==> config.mk <==
export PLATFORM = sky130hd
export DESIGN_NAME = run_pair_block_writer_crc_core_flat
export DESIGN_NICKNAME = d
export VERILOG_FILES = /design/src/rtl/core/rpbw_pkg.sv /design/src/rtl/core/rpbw_if.sv /design/src/rtl/core/run_pair_block_writer_crc_core.sv /design/src/flat_wrapper.sv
export VERILOG_INCLUDE_DIRS = /design/src /design/src/rtl/core
export SDC_FILE = /design/constraint.sdc
export NUM_CORES = 1
export LEC_CHECK = 0
export BUFFER_PORTS_ARGS = -buffer_cell sky130_fd_sc_hd__buf_2
export CELL_PAD_IN_SITES_DETAIL_PLACEMENT = 1
export CELL_PAD_IN_SITES_GLOBAL_PLACEMENT = 2
export CORE_MARGIN = 2
export CORE_UTILIZATION = 36
export CTS_BUF_LIST = sky130_fd_sc_hd__clkbuf_8 sky130_fd_sc_hd__clkbuf_16
export DETAILED_ROUTE_END_ITERATION = 7
export PLACE_DENSITY = 0.75
export SLEW_MARGIN = 20
export SYNTH_ARGS = -nofsm -noshare
export SYNTH_HDL_FRONTEND = slang
export SYNTH_SLANG_ARGS = --single-unit
==> constraint.sdc <==
create_clock -name clk_i -period 4.4 [get_ports clk_i]
set_clock_uncertainty 0.1 [all_clocks]
set_input_delay 0.66 -clock clk_i [delete_from_list [all_inputs] [get_ports clk_i]]
set_output_delay 0.66 -clock clk_i [all_outputs]
set_load 0.1 [all_outputs]
==> src/rtl/core/run_pair_block_writer_crc_core_assert.svh <==
// Assertion macros for the run-pair block writer RTL.
`ifndef RUN_PAIR_BLOCK_WRITER_CRC_CORE_ASSERT_SVH
`define RUN_PAIR_BLOCK_WRITER_CRC_CORE_ASSERT_SVH

// Property checked on every rising clock edge outside reset.
`define RPBW_ASSERT(label, prop, msg) \
  label: assert property (@(posedge clk_i) disable iff (!rst_ni) (prop)) else $error(msg);

// Condition that must never hold outside reset.
`define RPBW_ASSERT_NEVER(label, cond, msg) \
  label: assert property (@(posedge clk_i) disable iff (!rst_ni) !(cond)) else $error(msg);

`endif

==> src/rtl/core/rpbw_pkg.sv <==
// Types, constants, microcode and CRC table for the run-pair block writer.
package rpbw_pkg;

  localparam int PosBits = 20;
  localparam int BlockPosW = 20;
  localparam logic [31:0] CrcPoly = 32'h04C1_1DB7;
  localparam logic [31:0] CrcStartReset = 32'hFFFF_FFFF;

  typedef enum logic [1:0] {
    CmdAddRun    = 2'd0,
    CmdReadMap   = 2'd1,
    CmdNewBlock  = 2'd2
  } cmd_e;

  typedef struct packed {
    logic [1:0] command;
    logic [7:0] run_byte;
    logic [7:0] run_length;
    logic [1:0] map_word_index;
  } in_item_t;

  typedef struct packed {
    logic [7:0]           out_byte;
    logic                 byte_valid;
    logic [BlockPosW-1:0] block_position;
    logic                 last_of_run;
    logic [31:0]          running_crc;
    logic [63:0]          map_word;
  } out_item_t;

  // Sequencer jump kinds
  typedef enum logic [1:0] {
    JmpNext     = 2'd0,
    JmpDispatch = 2'd1,
    JmpLoopCrc  = 2'd2,
    JmpLoopEmit = 2'd3
  } jmp_e;

  localparam int StepCount = 7;
  localparam int StepW = 3;

  localparam logic [StepW-1:0] StFetch   = 3'd0;
  localparam logic [StepW-1:0] StCrc     = 3'd1;
  localparam logic [StepW-1:0] StMark    = 3'd2;
  localparam logic [StepW-1:0] StNewBlk  = 3'd3;
  localparam logic [StepW-1:0] StReadMap = 3'd4;
  localparam logic [StepW-1:0] StStatus  = 3'd5;
  localparam logic [StepW-1:0] StEmit    = 3'd6;

  typedef struct packed {
    logic             take_in;
    logic             crc_step;
    logic             mark;
    logic             new_block;
    logic             emit;
    logic             emit_map;
    logic             data_byte;
    jmp_e             jmp;
    logic [StepW-1:0] next;
  } uop_t;

  localparam uop_t Ucode [StepCount] = '{
    '{1'b1, 1'b0, 1'b0, 1'b0, 1'b0, 1'b0, 1'b0, JmpDispatch, StFetch},  // fetch
    '{1'b0, 1'b1, 1'b0, 1'b0, 1'b0, 1'b0, 1'b0, JmpLoopCrc,  StMark},   // crc
    '{1'b0, 1'b0, 1'b1, 1'b0, 1'b0, 1'b0, 1'b0, JmpNext,     StEmit},   // mark
    '{1'b0, 1'b0, 1'b0, 1'b1, 1'b0, 1'b0, 1'b0, JmpNext,     StStatus}, // new block
    '{1'b0, 1'b0, 1'b0, 1'b0, 1'b1, 1'b1, 1'b0, JmpNext,     StFetch},  // read map
    '{1'b0, 1'b0, 1'b0, 1'b0, 1'b1, 1'b0, 1'b0, JmpNext,     StFetch},  // status
    '{1'b0, 1'b0, 1'b0, 1'b0, 1'b1, 1'b0, 1'b1, JmpLoopEmit, StFetch}   // emit bytes
  };

  // MSB-first CRC-32 table entry
  function automatic logic [31:0] crc_table_f(input logic [7:0] idx);
    logic [31:0] c;
    c = {idx, 24'h00_0000};
    for (int k = 0; k < 8; k++) begin
      c = c[31] ? ({c[30:0], 1'b0} ^ CrcPoly) : {c[30:0], 1'b0};
    end
    return c;
  endfunction

endpackage

==> src/rtl/core/rpbw_if.sv <==
// Valid/ready channel interfaces for run input and byte output.
interface rpbw_in_if;
  import rpbw_pkg::*;
  logic     valid;
  logic     ready;
  in_item_t data;
  modport source (output valid, output data, input ready);
  modport sink (input valid, input data, output ready);
endinterface

interface rpbw_out_if;
  import rpbw_pkg::*;
  logic      valid;
  logic      ready;
  out_item_t data;
  modport source (output valid, output data, input ready);
  modport sink (input valid, input data, output ready);
endinterface

==> src/rtl/core/run_pair_block_writer_crc_core.sv <==
// Run-pair block writer: run to RLE1 bytes, CRC-32, used-symbol map, position.
// Add run of length L: a fetch step, L CRC steps (one byte per cycle), a mark
// step, then min(L,4)+(L>3) emit beats, each waiting while the output is full.
// Map read/zero length/unused cmd: fetch, beat; new block: fetch, clear, beat.
// Output register lets the next beat be fetched while a result waits.
// Async active-low reset: CRC and start value all ones, map and position zero.
`include "run_pair_block_writer_crc_core_assert.svh"

module run_pair_block_writer_crc_core (
  input  logic              clk_i,
  input  logic              rst_ni,
  rpbw_in_if.sink           in_i,
  rpbw_out_if.source        out_o,
  input  logic              cfg_we_i,
  input  logic [31:0]       cfg_wdata_i
);
  import rpbw_pkg::*;

  logic [StepW-1:0]     pc_q, pc_d;
  uop_t                 uop;
  logic [31:0]          crc_start_q;
  logic [31:0]          crc_q, crc_d;
  logic [3:0][63:0]     map_q, map_d;
  logic [PosBits-1:0]   pos_q, pos_d;
  logic [7:0]           ch_q, len_q, cnt_q, cnt_d;
  logic [1:0]           widx_q;
  logic [2:0]           rem_q, rem_d;
  logic                 out_valid_q, out_valid_d;
  out_item_t            out_q, out_d;
  logic                 in_fire, out_free, emit_fire, hold, is_last, long_run;
  logic [7:0]           count_byte;

  assign uop        = Ucode[pc_q];
  assign in_i.ready = uop.take_in;
  assign in_fire    = in_i.valid & uop.take_in;
  assign out_free   = ~out_valid_q | out_o.ready;
  assign emit_fire  = uop.emit & out_free;
  assign hold       = (uop.take_in & ~in_i.valid) | (uop.emit & ~out_free);
  assign long_run   = len_q > 8'd3;
  assign count_byte = len_q - 8'd4;
  assign is_last    = (uop.jmp != JmpLoopEmit) || (rem_q == 3'd1);

  // sequencer: next step
  always_comb begin
    pc_d = pc_q;
    if (!hold) begin
      case (uop.jmp)
        JmpNext: pc_d = uop.next;
        JmpDispatch: begin
          case (in_i.data.command)
            CmdAddRun:   pc_d = (in_i.data.run_length != 8'd0) ? StCrc : StStatus;
            CmdReadMap:  pc_d = StReadMap;
            CmdNewBlock: pc_d = StNewBlk;
            default:     pc_d = StStatus;
          endcase
        end
        JmpLoopCrc:  pc_d = (cnt_q == 8'd1) ? uop.next : pc_q;
        JmpLoopEmit: pc_d = (rem_q == 3'd1) ? uop.next : pc_q;
        default:     pc_d = StFetch;
      endcase
    end
  end

  // datapath
  always_comb begin
    crc_d       = crc_q;
    map_d       = map_q;
    pos_d       = pos_q;
    cnt_d       = cnt_q;
    rem_d       = rem_q;
    out_d       = out_q;
    out_valid_d = out_valid_q & ~out_o.ready;
    if (in_fire) begin
      cnt_d = in_i.data.run_length;
    end
    if (uop.crc_step) begin
      crc_d = {crc_q[23:0], 8'h00} ^ crc_table_f(crc_q[31:24] ^ ch_q);
      cnt_d = cnt_q - 8'd1;
    end
    if (uop.mark) begin
      map_d[ch_q[7:6]][ch_q[5:0]] = 1'b1;
      if (long_run) begin
        map_d[count_byte[7:6]][count_byte[5:0]] = 1'b1;
      end
      rem_d = long_run ? 3'd5 : len_q[2:0];
    end
    if (uop.new_block) begin
      crc_d = crc_start_q;
      map_d = '0;
      pos_d = '0;
    end
    if (emit_fire) begin
      out_valid_d          = 1'b1;
      out_d.block_position = BlockPosW'(pos_q);
      out_d.running_crc    = crc_q;
      out_d.last_of_run    = is_last;
      out_d.byte_valid     = uop.data_byte;
      out_d.map_word       = uop.emit_map ? map_q[widx_q] : 64'd0;
      out_d.out_byte       = 8'd0;
      if (uop.data_byte) begin
        // count byte goes last on long runs
        out_d.out_byte = (long_run && rem_q == 3'd1) ? count_byte : ch_q;
        pos_d          = pos_q + PosBits'(1);
        rem_d          = rem_q - 3'd1;
      end
    end
  end

  always_ff @(posedge clk_i or negedge rst_ni) begin
    if (!rst_ni) begin
      pc_q        <= StFetch;
      crc_start_q <= CrcStartReset;
      crc_q       <= CrcStartReset;
      map_q       <= '0;
      pos_q       <= '0;
      cnt_q       <= '0;
      rem_q       <= '0;
      out_valid_q <= 1'b0;
    end else begin
      pc_q        <= pc_d;
      crc_q       <= crc_d;
      map_q       <= map_d;
      pos_q       <= pos_d;
      cnt_q       <= cnt_d;
      rem_q       <= rem_d;
      out_valid_q <= out_valid_d;
      if (cfg_we_i) begin
        crc_start_q <= cfg_wdata_i;
      end
    end
  end

  always_ff @(posedge clk_i) begin
    out_q <= out_d;
    if (in_fire) begin
      ch_q   <= in_i.data.run_byte;
      len_q  <= in_i.data.run_length;
      widx_q <= in_i.data.map_word_index;
    end
  end

  assign out_o.valid = out_valid_q;
  assign out_o.data  = out_q;

  `RPBW_ASSERT(a_crc_cnt_live, (pc_q == StCrc) |-> (cnt_q != 8'd0), "CRC loop count hit zero")
  `RPBW_ASSERT(a_emit_rem_range, (pc_q == StEmit) |-> (rem_q != 3'd0 && rem_q <= 3'd5), "emit count out of range")
  `RPBW_ASSERT(a_last_returns, (pc_q == StEmit && emit_fire && rem_q == 3'd1) |=> (pc_q == StFetch), "sequencer did not return after last beat")
  `RPBW_ASSERT(a_newblk_clear, (pc_q == StNewBlk) |=> (map_q == '0 && pos_q == '0), "new block left map or position set")
  `RPBW_ASSERT_NEVER(a_crc_stray, !$stable(crc_q) && !$past(pc_q == StCrc || pc_q == StNewBlk), "CRC changed outside CRC or new-block step")

endmodule

==> src/flat_wrapper.sv <==
// flat-port wrapper written by rule: the top's interface ports become plain ports
module run_pair_block_writer_crc_core_flat import rpbw_pkg::*;
  (clk_i, rst_ni, cfg_we_i, cfg_wdata_i, in_i_valid, in_i_data, in_i_ready, out_o_valid, out_o_data, out_o_ready);
  rpbw_in_if in_i_i ();
  rpbw_out_if out_o_i ();
  input  logic clk_i;
  input  logic rst_ni;
  input  logic cfg_we_i;
  input  logic [31:0] cfg_wdata_i;
  input wire logic [$bits(in_i_i.valid)-1:0] in_i_valid;
  input wire logic [$bits(in_i_i.data)-1:0] in_i_data;
  output wire logic [$bits(in_i_i.ready)-1:0] in_i_ready;
  output wire logic [$bits(out_o_i.valid)-1:0] out_o_valid;
  output wire logic [$bits(out_o_i.data)-1:0] out_o_data;
  input wire logic [$bits(out_o_i.ready)-1:0] out_o_ready;
  assign in_i_i.valid = in_i_valid;
  assign in_i_i.data = in_i_data;
  assign in_i_ready = in_i_i.ready;
  assign out_o_valid = out_o_i.valid;
  assign out_o_data = out_o_i.data;
  assign out_o_i.ready = out_o_ready;
  run_pair_block_writer_crc_core u_core (.clk_i(clk_i), .rst_ni(rst_ni), .in_i(in_i_i), .out_o(out_o_i), .cfg_we_i(cfg_we_i), .cfg_wdata_i(cfg_wdata_i));
endmodule
# Word level (Yosys, flattened, before mapping)

Memories as Yosys holds them, arrays and structs flattened.
Cells that the tools add are included.

Reduce and logical (&&, ||, !) cells: 13
$lt $le $gt $ge: 11
Add/sub/neg operators: 4
Multiplexer cells: 41
Bitwise gates (word level): 25
Equality and inequality tests: 10

Operators with widths:

| kind                                                                  | number |
|---|---|
| 256-bit two-way mux                                                   | 3 |
| 256-bit bitwise OR                                                    | 2 |
| 64-bit demux with 2-bit select                                        | 2 |
| 27-bit two-way mux                                                    | 8 |
| 64-bit two-way mux                                                    | 3 |
| 64-bit binary-select mux with 2-bit select                            | 1 |
| 14-bit inverter                                                       | 8 |
| 32-bit two-way mux                                                    | 2 |
| 20-bit two-way mux                                                    | 3 |
| 32-bit XOR                                                            | 1 |
| 12-bit two-way mux                                                    | 2 |
| 8-bit two-way mux                                                     | 3 |
| 3-bit two-way mux                                                     | 7 |
| 20-bit by 1-bit adder with 20-bit output, second input constant       | 1 |
| 6-bit by 7-bit < comparator with 1-bit output, second input constant  | 2 |
| 1-bit demux with 6-bit select                                         | 2 |
| 6-bit by 1-bit >= comparator with 1-bit output, second input constant | 2 |
| 3-bit one-hot mux with 4 select lines                                 | 1 |
| 2-bit by 3-bit < comparator with 1-bit output, second input constant  | 3 |
| 3-bit one-hot mux with 3 select lines                                 | 1 |
| 8-bit by 1-bit equality test with 1-bit output, second input constant | 1 |
| 8-bit by 2-bit > comparator with 1-bit output, second input constant  | 1 |
| 8-bit nonzero test                                                    | 1 |
| 8-bit by 1-bit subtractor with 8-bit output, second input constant    | 1 |
| 20 further kinds                                                      | 43 |

Logic and storage cells: 125
Input port bits: 57
Memories: 1
ROM bits: 96
Flip-flop bits (word level): 499
Output and inout bits: 128

Memory list:

| name            | words | bits a word | rd ports | clocked after memory_dff | wr ports | line                                 | RTL |
|---|---|---|---|---|---|---|---|
| (no name shown) | 8     | 12          | 1        | 0                        | 0        | run_pair_block_writer_crc_core.sv:33 | `assign uop = Ucode[pc_q];` |

# Logic depth before layout (Yosys ltp)

Gate-level depths: netlist of run 1.

Depth after elaboration: 20
Gate-level depth with buffers: 10
Mapped depth without buffers: 10

# Worst setup path after synthesis of run 1

Ideal clock, no wire load.

Kind: register to register
From: reg u_core.out_valid_q (netlist: u_core.out_o.valid)
To: reg u_core.out_q, in the netlist u_core.out_o.data[0], enable pin
Required time: 3.800 ns
Cell stages (with the launch flop): 3
Setup time: 0.500 ns
Data arrival time: 3.974 ns
Path buffers: 0
Setup slack: -0.174 ns
Cells stage by stage: dfrtp_1 -> nand2b_1 -> and2_1

Cells in the longest elaborated chain, start to end: 3

Ends and longest elaborated chain:

| item                   | line                                  | RTL |
|---|---|---|
| from (decl)            | run_pair_block_writer_crc_core.sv:28  | `logic out_valid_q, out_valid_d;` |
| from (signal assigned) | run_pair_block_writer_crc_core.sv:126 | `out_valid_q <= out_valid_d;` |
| 1-bit inverter         | run_pair_block_writer_crc_core.sv:36  | `assign out_free = ~out_valid_q \| out_o.ready;` |
| 1-bit bitwise OR       | run_pair_block_writer_crc_core.sv:36  |  |
| 1-bit AND              | run_pair_block_writer_crc_core.sv:37  | `assign emit_fire = uop.emit & out_free;` |
| net u_core.emit_fire   | run_pair_block_writer_crc_core.sv:30  | `logic in_fire, out_free, emit_fire, hold, is_last, long_run;` |
| to (signal assigned)   | run_pair_block_writer_crc_core.sv:134 | `out_q <= out_d;` |
| to (decl)              | run_pair_block_writer_crc_core.sv:29  | `out_item_t out_q, out_d;` |

The timed path passes the listed nets, and every way through them passes these cells.
A chain may end at the register's enable or synchronous reset.

# Worst setup path after layout of run 1

From: reg u_core.len_q[5]
To: reg u_core.map_q[230] (netlist name)

Cells in the longest elaborated chain, start to end: 11
Elaborated cells between the ends (all ways): 16

Ends and longest elaborated chain:

| item                                                                                                                                  | line                                  | RTL |
|---|---|---|
| from (decl)                                                                                                                           | run_pair_block_writer_crc_core.sv:25  | `logic [7:0] ch_q, len_q, cnt_q, cnt_d;` |
| from (signal assigned)                                                                                                                | run_pair_block_writer_crc_core.sv:137 | `len_q <= in_i.data.run_length;` |
| 8-bit by 3-bit subtractor with 8-bit output                                                                                           | run_pair_block_writer_crc_core.sv:40  | `assign count_byte = len_q - 8'd4;` |
| 6-bit by 7-bit < comparator with 1-bit output (implied by the code) or 6-bit by 1-bit >= comparator with 1-bit output (tied branches) | run_pair_block_writer_crc_core.sv:83  | `map_d[count_byte[7:6]][count_byte[5:0]] = 1'b1;` |
| 1-bit logical AND (implied by the code)                                                                                               | run_pair_block_writer_crc_core.sv:83  |  |
| 1-bit two-way mux (implied by the code)                                                                                               | run_pair_block_writer_crc_core.sv:83  |  |
| 1-bit demux with 6-bit select                                                                                                         | n/a                                   |  |
| 64-bit two-way mux (implied by the code)                                                                                              | run_pair_block_writer_crc_core.sv:83  |  |
| 64-bit demux with 2-bit select                                                                                                        | n/a                                   |  |
| 256-bit bitwise OR (no line)                                                                                                          | n/a                                   |  |
| 256-bit two-way mux (*)                                                                                                               | run_pair_block_writer_crc_core.sv:82  | `if (long_run) begin` |
| 256-bit two-way mux (*)                                                                                                               | run_pair_block_writer_crc_core.sv:80  | `if (uop.mark) begin` |
| 256-bit two-way mux (*)                                                                                                               | run_pair_block_writer_crc_core.sv:87  | `if (uop.new_block) begin` |
| to (signal assigned)                                                                                                                  | run_pair_block_writer_crc_core.sv:122 | `map_q <= map_d;` |
| to (decl)                                                                                                                             | run_pair_block_writer_crc_core.sv:23  | `logic [3:0][63:0] map_q, map_d;` |

Mark *: on every way between the ends. The rest lies on a longest branch, timed or not. The select of a mux whose other input is x is not followed.

==> results_dict.tcl, run 1 <==
set metrics [dict create \
    cp_num_buf_inv 1 \
    initialDrtViolationCount 1940 \
    synthesis.area_um2 25180 \
    hold_path.class "in -> reg" \
    min_from "in_i_data[15]" \
    synth_area_per_cell_um2 10.52 \
    critPathMaxStageDelay_ns 0.81 \
    wl_per_cell_um 27.73 \
    fin_util_pct 42.52 \
    synth_compound_area_share_pct 19.29 \
    synth_edf_count 144 \
    root_buffer "clkbuf_16" \
    synth_largest_area_cell "dfrtp_1" \
    rows 96 \
    postCtsResizedCells 0 \
    met1_usage_pct 36.91 \
    cts_max_level 2 \
    synth_top_family_by_area "compound AO/OA/AOI/OAI gates" \
    vias_per_cell 6.164 \
    cp_max_fo 10 \
    num_vias 21389 \
    syn_nets 2461 \
    grt-ovfl-total 0 \
    grt_use_met2_pct 42.57 \
    dieArea_um2 72070 \
    crit_type "reg -> reg" \
    synth_cells 2394 \
    worst_path_max_delay_cell "a211oi_2" \
    ys_ff_latch 499 \
    cp-start-kind "flop" \
    muxShareOfSynthArea_pct 7.653 \
    fmax_mhz 270.6 \
    fin_tns_setup_ns 0 \
    drtPass1Iterations 5 \
    clk_latency_ns 0.66 \
    ant_nets 0 \
    cap_violations 0 \
    globalplace.congestion 0.8752 \
    cp_top_family "simple AND/OR/NAND/NOR gates" \
    outcome "completed" \
    tritoncts "yes" \
    ys_seq_area_share_pct 52.78 \
    yosysUniqueCellTypes 68 \
    rsz0062_at_grt "false" \
    grt_max_degree 227 \
    busiest_layer "met2" \
    tightest_slew_ns 1.175 \
    total_leakage_power_uw 0.01102 \
    post_cts_buffers 0 \
    nets 2556 \
    crit_chain "or4_1, or3_1, buf_4, a211oi_2, a311oi_1, nor2_1" \
    synthArstFlopShare_pct 71.14 \
    setup_viol 0 \
    ys_warn_count 0 \
    yosys.area.top_type_share_pct 28.92 \
    antenna_found_initial 4 \
    core_area_um2 68950 \
    start_util_pct 36.52 \
    die_w_um 268.5 \
    period_needed_ns 3.695 \
    synthToLayoutAreaGrowth_pct 16.44 \
    synth-simple-area-share_pct 13.22 \
    portBuffers 184 \
    power_density_nw_per_um2 682.5 \
    r2r_slack_ns 0.70 \
    worstPathRequired_ns 4.84 \
    clk_pin_slew_worst_paths_ns 0.06 \
    cts_sinks 499 \
    timing.rr.start "u_core.len_q[5]" \
    hpwl_mm 60.58 \
    grt.total_usage_pct 26.75 \
    dieHeight_um 268.5 \
    nFillCells 7535 \
    drcViolationCount 0 \
    startpoint "u_core.len_q[5]" \
    timing.hold.ws_ns 0.1033 \
    ioPinCount 185 \
    synth_xor_area_share_pct 2.644 \
    layout-drive-gt1-share_pct 22.97 \
    arrival_ns 4.13 \
    peakVddDrop_v 0.0005592 \
    relSlewSlack_pct 21.65 \
    grt_pass1_vias 22344 \
    slew_viol_final 0 \
    cts_hold_buf 1 \
    wl_mm 96.21 \
    hold_viol 0 \
    clockBufferDepth 3 \
    synth_flop_cell "dfrtp_1" \
    final.period_utilization_pct 83.98 \
    grt_pass1_wl_mm 146.1 \
    endpoint_kind "flop" \
    synth_fa_ha_area_share_pct 0.4970 \
    met3_usage_pct 3.881 \
    numCtsBuffers 58 \
    yosys-top-cells-area "dfrtp_1 29%, edfxtp_1 17%, dfstp_2 6.7%" \
]
-- sequential cells by signal, indices dropped and copies added, names as in the netlist, 8 cells and up --
name / flops
u_core.ch_q: 8
u_core.cnt_q: 8
u_core.len_q: 8
u_core.pos_q: 20
u_core.crc_q: 32
u_core.crc_start_q: 32
u_core.out_o.data: 126
u_core.map_q: 256
-- cell type report --
type	count	area, um^2	area share [%]
antenna	1	2.502	0.008536
tap	931	1165	3.973
inverter	23	87.58	0.2987
multi-input combinational	1647	11150	38.05
timing repair buffer	260	1629	5.557
clock buffer	68	1600	5.459
sequential	499	13290	45.33
clock inverter	41	389.1	1.327
-- worst paths after layout --
path	depth (start not counted)	to
setup / recovery	6	u_core.map_q[230]
setup reg to reg	6	u_core.map_q[230]
hold / removal	1	u_core.ch_q[5]
max in group asynchronous	3	u_core.map_q[125]
min in group asynchronous	2	u_core.map_q[10]
hold reg to reg	1	u_core.pos_q[19]
-- cells in the final DEF, fill, tap and decap left out, types with 14 or more instances in the layout --
cell type    n
dfrtp_1    290
o21ai_0    263
a21oi_1    258
nor2_1     215
buf_2      183
nand3_1    170
edfxtp_1   144
nand2_1     89
a31oi_1     87
a311oi_1    82
and3_1      67
buf_4       65
mux4_2      64
dfstp_2     64
clkbuf_16   59
xnor2_1     47
mux2_2      33
inv_1       30
o22ai_1     24
nand4_1     22
xor2_1      21
a22oi_1     17
o211ai_1    14
-- metrics by stage --
step	instances	total power (uW)	setup slack, ns	instance area, um^2
2_1_floorplan	2394	12510	1.227	25180
3_3_place_gp	3359	14800	0.8893	27310
3_5_place_dp	3359	14940	0.7898	27310
4_1_cts	3469	20070	0.7331	29310
5_1_grt	3469	20870	0.5241	29310
6_report	3470	20010	0.7050	29320
-- where the power goes --
part	leakage [uW]	internal (uW)	total (uW)	switching, uW
sequential	0.00609	5810	6440	629
clock	0.00100	2940	5070	2130
combinational	0.00393	2070	8510	6440
-- kinds of logic (layout without fill, tap and decap cells) --
kind of cell    count (synthesis)  after routing
compound gates                805            805
simple gates                  652            652
fa+ha+maj                      10             10
other cells                     0              1
mux                           108            108
buf+inv                       248            392
xor+xnor                       72             72
flops                         499            499
-- Yosys cell counts (21+ instances only) --
master    number
nand2_1       90
o22ai_1       26
clkbuf_1     188
o21ai_0      263
inv_1         22
nand4_1       22
buf_1         21
nand3_1      170
edfxtp_1     144
a311oi_1      82
a31oi_1       87
mux4_2        64
dfstp_2       64
xor2_1        21
mux2_2        33
a21oi_1      258
dfrtp_1      291
and3_1        67
nor2_1       219
xnor2_1       48
-- routing by layer --
layer	vias up	routed length (um)
met2	742	45450
met1	11258	41720
met3	187	5174
met4	0	3863
met5	-	0
li1	9202	-
Power figures use the tool's default switching activity.
==> run 2: changes to the inputs <==
--- a/config.mk
+++ b/config.mk
@@ -10,10 +10,10 @@
 export CELL_PAD_IN_SITES_DETAIL_PLACEMENT = 1
 export CELL_PAD_IN_SITES_GLOBAL_PLACEMENT = 2
 export CORE_MARGIN = 2
-export CORE_UTILIZATION = 36
+export CORE_UTILIZATION = 40
 export CTS_BUF_LIST = sky130_fd_sc_hd__clkbuf_8 sky130_fd_sc_hd__clkbuf_16
 export DETAILED_ROUTE_END_ITERATION = 7
-export PLACE_DENSITY = 0.75
+export PLACE_DENSITY = 0.79
 export SLEW_MARGIN = 20
 export SYNTH_ARGS = -nofsm -noshare
 export SYNTH_HDL_FRONTEND = slang
==> constraint.sdc (replaced) <==
create_clock -name clk_i -period 3.5 [get_ports clk_i]
set_clock_uncertainty 0.1 [all_clocks]
set_input_delay 0.525 -clock clk_i [delete_from_list [all_inputs] [get_ports clk_i]]
set_output_delay 0.525 -clock clk_i [all_outputs]
set_load 0.1 [all_outputs]
==> results_dict.tcl, run 2 (synthesis gave the netlist of run 1 again) <==
set metrics [dict create \
    grt_use_met2_pct 47.15 \
    cts_max_level 2 \
    grt_pass1_wl_mm 145.4 \
    setup_viol 0 \
    cts_hold_buf 21 \
    portBuffers 184 \
    tightest_slew_ns 1.137 \
    final_cell_mix "290 x dfrtp_1, 263 x o21ai_0, 258 x a21oi_1, 216 x nor2_1, 183 x buf_2" \
    nFillCells 6803 \
    p_int_uw 13900 \
    p_seq_share_pct 31.6 \
    synthToLayoutAreaGrowth_pct 18.22 \
    p_sw_share_pct 45.41 \
    p_clk_share_pct 24.9 \
    hpwl_mm 61.09 \
    hold_viol 0 \
    fmax_mhz 316.4 \
    cts_sinks 499 \
    numCtsBuffers 57 \
    initialDrtViolationCount 2052 \
    outcome "completed" \
    startpoint "u_core.pc_q[1]" \
    met3_usage_pct 4.739 \
    period_needed_ns 3.161 \
    place_inst 3308 \
    peakVddDrop_v 0.0008006 \
    start_util_pct 40.65 \
    crit_type "reg -> out" \
    clk_latency_ns 0.63 \
    post_cts_buffers 0 \
    multi_input_area_um2 11070 \
    dieHeight_um 254.9 \
    grt-ovfl-total 0 \
    root_buffer "clkbuf_16" \
    ant_nets 0 \
    postCtsResizedCells 0 \
    die_w_um 254.9 \
    combinationalPowerShare_pct 43.5 \
    regMostFlops "u_core.map_q" \
    grt.total_usage_pct 29.35 \
    ff_latch_area_um2 13290 \
    timing.hold.ws_ns 0.02967 \
    wl_mm 95.12 \
    total_leakage_power_uw 0.01136 \
    core_area_um2 61940 \
    final.setup.worst_slack_ns 0.3392 \
    final.period_utilization_pct 90.31 \
    fin_tns_setup_ns 0 \
    min_from "cfg_wdata_i[26]" \
    grt_max_degree 227 \
    dieArea_um2 64960 \
    rsz0062_at_grt "false" \
    nets 2618 \
    power_density_nw_per_um2 855.4 \
    rows 91 \
    relSlewSlack_pct 24.21 \
    wl_per_cell_um 27.67 \
    largest_reg_flops 256 \
    clockBufferDepth 3 \
    cp-start-kind "flop" \
    vias_per_cell 6.383 \
    num_vias 21944 \
    globalplace.congestion 0.8553 \
    met1_usage_pct 40.27 \
    reg2regPathDepth 7 \
    r2r_slack_ns 0.36 \
    cp_max_fo 32 \
    antenna_found_initial 5 \
    hold_path.class "in -> reg" \
    tritoncts "yes" \
    hold_depth 2 \
    arrival_ns 2.54 \
    grt_pass1_vias 22862 \
    cap_violations 0 \
    busiest_layer "met2" \
    mostFrequentLayoutCell "dfrtp_1" \
    drcViolationCount 0 \
    worstPathRequired_ns 2.87 \
    endpoint_kind "output pin" \
    drtPass1Iterations 5 \
    post-place-ws_ns 0.4036 \
    p_switching_uw 11560 \
    timing.rr.start "u_core.len_q[4]" \
    ioPinCount 185 \
    layout-drive-gt1-share_pct 23.65 \
    slew_viol_final 0 \
    fin_cells 3438 \
    clk_pin_slew_worst_paths_ns 0.07 \
]
## run 2: cell types whose count changed in the layout (fill, tap and decap cells not counted), moves of 3 or more
cell           previous run  this run
dlygate4sd3_1             1        21
clkinv_2                 13        10
clkinv_1                  7         4
buf_4                    65        97
inv_1                    30        38
nor4_4                   11         8
buf_12                   10        21
## run 2: critical path: stages (launching register included)
cell      delay, ns
dfrtp_1        0.46
inv_1          0.20
ha_2           0.20
buf_4          0.31
nand2b_1       0.17
inv_1          0.13
buf_2          0.44
## run 2: cell type report
cell class	count	share of cell area, %
Timing Repair Buffer	323	7.693
Clock inverter	43	1.438
Tap cell	837	3.518
Multi-Input combinational cell	1647	37.20
Clock buffer	65	5.200
Sequential cell	499	44.65
Inverter	23	0.2943
Antenna cell	1	0.008407
## run 2: through the flow
step | power, uW | cell area (um^2) | util [%]
floorplan | 15730 | 25180 | -
global placement | 18760 | 27580 | 44.52
detailed placement | 19020 | 27580 | 44.52
CTS | 25500 | 29760 | 48.05
global route | 26500 | 29760 | 48.05
finish | 25460 | 29760 | 48.05
## run 2: final timing paths
kind / endpoint
setup reg to reg: u_core.map_q[116]
min in group asynchronous: u_core.map_q[82]
setup / recovery: in_i_ready
hold reg to reg: u_core.out_o.data[116]
max in group asynchronous: u_core.crc_start_q[6]
hold / removal: u_core.crc_start_q[26]
## run 2: layer usage
layer | vias up | wire, um
li1 | 9329 | -
met5 | - | 13
met4 | 2 | 3510
met1 | 11482 | 40110
met3 | 217 | 6191
met2 | 914 | 45300
## run 2: power by group through the flow
stage | sequential (uW) | combinational (uW) | clock [uW]
6_report | 8040 | 11100 | 6340
5_1_grt | 8140 | 11700 | 6660
4_1_cts | 8030 | 11000 | 6430
3_5_place_dp | 8120 | 10900 | 0
3_3_place_gp | 8080 | 10700 | 0
2_1_floorplan | 10600 | 5130 | 0
